$ cat src/rtl/bed_pkg.sv
// Shared types and constants for the byte entropy detector.
package bed_pkg;

  localparam int MAX_LEN_DEF = 256;
  localparam int LOG_FRAC    = 24;
  localparam int OUT_FRAC    = 12;
  localparam int Q_BITS      = 17;

  localparam logic [15:0] THR_RESET = 16'd16384;
  localparam logic [15:0] ENT_MAX   = 16'h8000;

  typedef struct packed {
    logic [7:0] byte_value;
    logic       has_byte;
    logic       last_byte;
  } bed_req_t;

  typedef struct packed {
    logic        low_entropy;
    logic [15:0] entropy_q12;
    logic [8:0]  byte_count;
  } bed_res_t;

endpackage

$ cat src/rtl/bed_clog.sv
// Iterative c*log2(c) unit: repeated squaring on one shared 32x32 multiplier.
module bed_clog #(
  parameter int CW = 9,
  parameter int TW = CW + bed_pkg::LOG_FRAC + $clog2(CW)
) (
  input  logic          clk,
  input  logic          rst,
  input  logic          go,
  input  logic [CW-1:0] x,
  output logic          done,
  output logic [TW-1:0] term
);
  import bed_pkg::*;

  localparam int EW = $clog2(CW);
  localparam int LW = LOG_FRAC + EW;
  localparam int KW = $clog2(LOG_FRAC);

  typedef enum logic [2:0] {C_IDLE, C_SQ, C_NORM, C_TM, C_FIN} cstate_t;

  cstate_t        state;
  logic [CW-1:0]  xv;
  logic [31:0]    m;
  logic [LW-1:0]  r;
  logic [KW-1:0]  k;
  logic [63:0]    prod;
  logic [EW-1:0]  e;
  logic [4:0]     sh;
  logic [31:0]    op_a;
  logic [31:0]    op_b;
  logic [63:0]    mul;
  logic [32:0]    t;

  always_comb begin
    e = '0;
    for (int i = 0; i < CW; i++) begin
      if (x[i]) begin
        e = EW'(i);
      end
    end
  end

  assign sh   = 5'd31 - 5'(e);
  assign op_a = (state == C_TM) ? 32'(xv) : m;
  assign op_b = (state == C_TM) ? 32'(r)  : m;
  assign mul  = 64'(op_a) * 64'(op_b);
  assign t    = prod[63:31];

  always_ff @(posedge clk) begin
    if (rst) begin
      state <= C_IDLE;
      done  <= 1'b0;
    end else begin
      done <= 1'b0;
      unique case (state)
        C_IDLE: begin
          if (go) begin
            xv <= x;
            if (x <= CW'(1)) begin
              term <= '0;
              done <= 1'b1;
            end else begin
              m     <= 32'(x) << sh;
              r     <= {e, {LOG_FRAC{1'b0}}};
              k     <= KW'(LOG_FRAC - 1);
              state <= C_SQ;
            end
          end
        end
        C_SQ: begin
          prod  <= mul;
          state <= C_NORM;
        end
        C_NORM: begin
          if (t[32]) begin
            m    <= t[32:1];
            r[k] <= 1'b1;
          end else begin
            m <= t[31:0];
          end
          if (k == '0) begin
            state <= C_TM;
          end else begin
            k     <= k - 1'b1;
            state <= C_SQ;
          end
        end
        C_TM: begin
          prod  <= mul;
          state <= C_FIN;
        end
        C_FIN: begin
          term  <= prod[TW-1:0];
          done  <= 1'b1;
          state <= C_IDLE;
        end
        default: state <= C_IDLE;
      endcase
    end
  end

endmodule

$ cat config.mk
export PLATFORM = sky130hd
export DESIGN_NAME = bed_clog
export DESIGN_NICKNAME = d
export VERILOG_FILES = /design/src/rtl/bed_pkg.sv /design/src/rtl/bed_clog.sv
export SDC_FILE = /design/constraint.sdc
export NUM_CORES = 2
export LEC_CHECK = 0
export BUFFER_PORTS_ARGS = -buffer_cell sky130_fd_sc_hd__clkbuf_2
export CORE_ASPECT_RATIO = 0.9
export CORE_MARGIN = 2
export CORE_UTILIZATION = 55
export DETAILED_ROUTE_END_ITERATION = 8
export GPL_TIMING_DRIVEN = 0
export HOLD_SLACK_MARGIN = 0.15
export PLACE_DENSITY_LB_ADDON = 0.12
export RECOVER_POWER = 25
export SYNTH_ARGS = -nofsm -noshare
export SYNTH_HDL_FRONTEND = slang
export SYNTH_SLANG_ARGS = --single-unit
$ cat constraint.sdc
create_clock -name clk -period 12.8 [get_ports clk]
set_input_delay 1.92 -clock clk [delete_from_list [all_inputs] [get_ports clk]]
set_output_delay 1.92 -clock clk [all_outputs]
set_load 0.005 [all_outputs]
# Yosys cells after proc, flatten, opt, wreduce, memory -nomap -nowiden
# Index checks and enable logic that the tools add are counted.
[op_classes]
n_reduce_logical = 13
div_mod_pow = 0
muxes = 34
n_eq_ne = 9
n_shift = 1
mul = 1
n_lt_le_gt_ge = 3
addsub = 2
n_bitwise = 2
[ops]
columns = ["op", "count"]
rows = [
  ["$mux 32", 5],
  ["$mux 28", 3],
  ["$mux 37", 2],
  ["$pmux 37 s2", 1],
  ["$mul 32x32->64", 1],
  ["$pmux 32 s2", 1],
  ["$pmux 28 s2", 1],
  ["$shl 9x5->32", 1],
  ["$mux 4", 7],
  ["$or 28x28->28", 1],
  ["$mux 5", 3],
  ["$pmux 3 s4", 1],
  ["$ne 2x2->1 const B", 5],
  ["$pmux 5 s2", 1],
  ["$reduce_and 5->1", 2],
  ["$le 9x1->1 const B", 1],
  ["$reduce_and 4->1", 2],
  ["$eq 3x2->1 const B", 2],
  ["$lt 5x6->1 const B", 1],
  ["$mux 3", 2],
  ["$demux 1 s5", 1],
  ["$ge 5x1->1 const B", 1],
  ["$logic_not 5->1", 1],
  ["$sub 5x1->5 const B", 1],
  ["other kinds (13)", 18],
]
[word_totals]
register_bits = 179
rom_bits = 0
ram_bits = 0
latch_bits = 0
output_inout_bits = 38
memories = 0

# Depth between registers and ports, before layout
[logic_depth]
depth_word = 13
mapped_depth = 33

# Worst setup path before layout
# No wires, ideal clock.
[synth_path]
path_type = "flip-flop to flip-flop"
start = "register state[1]"
end = "register prod[57], data pin"
n_path_buf = 5
arrival_time_ns = 8.055
path_stages_with_launch = 33
path_slack_ns = 4.486
cell_sequence = "dfxtp_1 clkbuf_1 and3b_1 clkbuf_1 clkbuf_1 buf_1 nand2_1 nand2_1 nand2_1 fa_1 inv_1 fa_1 fa_1 inv_1 fa_1 inv_1 fa_1 inv_1 fa_1 inv_1 fa_1 fa_1 ha_1 buf_2 and4_1 nand2_1 nor2_1 a211oi_2 a211oi_2 o31a_2 a41o_2 a221o_1 xor2_1"
[synth_between]
elab_chain_cells = 3
[synth_lines]
columns = ["item", "line", "rtl"]
rows = [
  ["start: declaration", "bed_clog.sv:21", "cstate_t state;"],
  ["start signal: assignment", "bed_clog.sv:51", "state <= C_IDLE;"],
  ["start signal: assignment", "bed_clog.sv:66", "state <= C_SQ;"],
  ["start signal: assignment", "bed_clog.sv:72", "state <= C_NORM;"],
  ["$eq 3x2->1 *", "bed_clog.sv:44, bed_clog.sv:45", ""],
  ["$mux 32 (on tied branches)", "bed_clog.sv:44, bed_clog.sv:45", ""],
  ["$mul 32x32->64 *", "bed_clog.sv:46", "assign mul = 64'(op_a) * 64'(op_b);"],
  ["net mul[57]", "bed_clog.sv:31", "logic [63:0] mul;"],
  ["end signal: assignment", "bed_clog.sv:71", "prod <= mul;"],
  ["end signal: assignment", "bed_clog.sv:89", "prod <= mul;"],
  ["end: declaration", "bed_clog.sv:26", "logic [63:0] prod;"],
]
# Mark *: on every way through the listed nets, which the timed path passes. The rest lies on a longest branch.
# A chain may end at the register's enable or synchronous reset.

# Final worst setup path
[layout_path]
start = "register state[2]"
end = "register prod[51], data pin"
# Same word-level chain as after synthesis.

==> results.toml <==
[sta]
fmax_mhz = 85.7
worst_slew_margin_rel = -0.0177
finalSetupTns_ns = 0
rsz0062_at_grt = "no"
tightest_slew_ns = 1.52
slew_viol_final = 33
setup_viol = 0
final-hold-violation-count = 0
finalWorstSetupSlack_ns = 1.13
min_period_over_period = 0.912
skew_ns = 0.0105
finalCriticalPeriod_ns = 11.67

[finish]
regArea_sq_um = 5340
areaGrowthSynthToFinish_pct = 5.43
multi_input_area_sq_um = 29900
fin_nets = 5470
fin_area_sq_um = 42200
final_common_cell = "inv_1"
mostFrequentLayoutCells = "inv_1, fa_1, nand2_1"
nFillCells = 6545
drive_above_1_share = 0.0276

[routing]
post_drt_wl_per_cell_um = 27.6
via_count = 31400
drc = 0
antenna_left = 0
routed_wirelength_um = 146000
vias_per_cell = 5.94
dr.pass1.iters = 6
drt_iter0_drc = 3512

[clock_tree]
cts_tree = "built"
h-tree-depth = 4
cts_resized = 0
clk_latency_ns = 0.44
cts.path.max_buffers = 2
cts_buffers = 17
path_clk_slew_ns = 0.07
root_buffer = "clkbuf_16"
cts_hold_buffers = 0
cts.sinks = 179
cts_setup_buffers = 0

[yosys]
ys_seq_elements = 179
netlist_area_sq_um = 40000
yosys_warnings = 0
async_flop_share = 0
synth_nets = 5389
yosysSeqAreaShare = 0.133
synth_cell_types = 75
synthCells = 4223
syn_area_per_cell_sq_um = 9.47
synth_ff_type = "edfxtp_1"
synth_edf_count = 175

[global_routing]
antenna_found_initial = 17
grt_overflow = 0
grt_pass1_vias = 32100
grt_first_pass_wirelength_um = 215000
grt_start_max_net_pins = 29
grt.total_usage = 0.403

[critical_path]
crit_path_frequent_cell = "fa_1"
cp_slowest_stage_delay_ns = 0.97
cp_max_fo = 11
cpMaxStageDelayCell = "clkbuf_1"
worstPathRequired_ns = 12.98
crit_family = "adder cells"
critPathLaunchType = "flop"
crit_type = "flop to flop"
crit_buf_inv = 10
setup.worst_path.end_class = "flop"
worstPathArrival_ns = 11.86

[floorplanning]
coreArea_sq_um = 71800
ioPinCount = 50
dieArea_sq_um = 74900
start_util = 0.557
rows = 93
chipHeight_um = 260
die_w_um = 288

[place]
dp_hpwl_um = 121000
gp_congestion = 1.04
placed_area_sq_um = 41600
place_ws_ns = 1.65
io_buffers = 48

[status]
violations = "capacitance limit, slew limit"
status = "complete, but fails checks"

[flow_run]
drv_cap = 3

[hold_path]
hp-class = "flop to flop"
==> worst paths after layout <==
kind              endpoint     start  slack, ns  cells after the start
setup / recovery  prod[51]  state[2]       1.13                     31
hold / removal     term[8]   prod[8]       0.52                      1
setup reg to reg  prod[51]  state[2]       1.13                     31
hold reg to reg    term[8]   prod[8]       0.52                      1
==> routing by layer <==
metal | up-vias | GRT usage | part of all wire
met5 | - | 0 | 0.00065
met4 | 8 | 0.223 | 0.070
met3 | 486 | 0.106 | 0.12
met2 | 2139 | 0.594 | 0.43
met1 | 15800 | 0.546 | 0.38
li1 | 13000 | - | -
==> flip-flops by register name (all words and copies together) (netlist names) <==
name	cells
done	1
m	32
term	37
prod	64
r	28
xv	9
state	3
k	5
==> metrics by stage <==
stage / cells / hold WS (ns) / utilization
finish: 5277 / 0.522 / 0.587
global route: 5268 / 0.532 / 0.587
CTS: 5267 / 0.522 / 0.587
detailed placement: 5235 / 0.505 / 0.579
global placement: 5221 / 0.499 / 0.577
floorplan: 4223 / 0.497 / -
==> logic make-up (layout without fill, tap and decap cells) <==
logic type               after synthesis  count (layout)  synth area share
buffers and inverters               1266            1360             0.119
AND/OR/NAND/NOR                     1219            1219             0.147
adder cells (fa/ha/maj)             1154            1154             0.528
AO/OA/AOI/OAI                        307             307            0.0493
flip-flops                           179             179             0.133
XOR/XNOR                              63              63            0.0138
multiplexers                          35              35           0.00876
other                                  0              10                 0
==> cell usage after synthesis, types with 3 or more instances <==
library cell / n / area share
nor3b_1: 5 / 0.00094
a221o_1: 3 / 0.00075
fa_1: 892 / 0.45
clkbuf_1: 218 / 0.020
o21ai_0: 40 / 0.0050
edfxtp_1: 175 / 0.13
nand3_1: 14 / 0.0018
ha_1: 262 / 0.082
and3_1: 349 / 0.055
xnor2_1: 40 / 0.0088
o21bai_1: 15 / 0.0028
o22ai_1: 3 / 0.00047
nand2b_1: 8 / 0.0013
or2_2: 10 / 0.0016
nor3_1: 16 / 0.0020
a21oi_1: 132 / 0.017
a21boi_0: 4 / 0.00075
nand2_1: 459 / 0.043
mux2i_1: 35 / 0.0088
o21a_1: 3 / 0.00056
or3_1: 3 / 0.00047
a221oi_1: 5 / 0.0011
nand4_1: 11 / 0.0017
nor2_1: 237 / 0.022
nor4_1: 7 / 0.0011
and2_1: 72 / 0.011
a21oi_2: 3 / 0.00066
dfxtp_1: 4 / 0.0020
and4_1: 5 / 0.0011
nor2b_1: 8 / 0.0013
buf_1: 8 / 0.00075
a31oi_1: 15 / 0.0023
o31ai_1: 5 / 0.00094
xor2_1: 23 / 0.0050
a211oi_1: 10 / 0.0019
inv_1: 1035 / 0.097
a21o_1: 40 / 0.0075
==> layout make-up <==
| cell class | count | area share |
|---|---|---|
| well taps | 950 | 0.0282 |
| plain buffers | 231 | 0.0207 |
| clock inverters | 15 | 0.00362 |
| inverters | 1035 | 0.0921 |
| flip-flops and latches | 179 | 0.126 |
| repair buffers | 62 | 0.00845 |
| diodes | 10 | 0.000593 |
| multi-input cells | 2778 | 0.710 |
| clock buffers | 17 | 0.0101 |
Power is left out: the tool's default activity adds up to more than one toggle a clock period on the data nets, which glitch-free logic cannot reach.
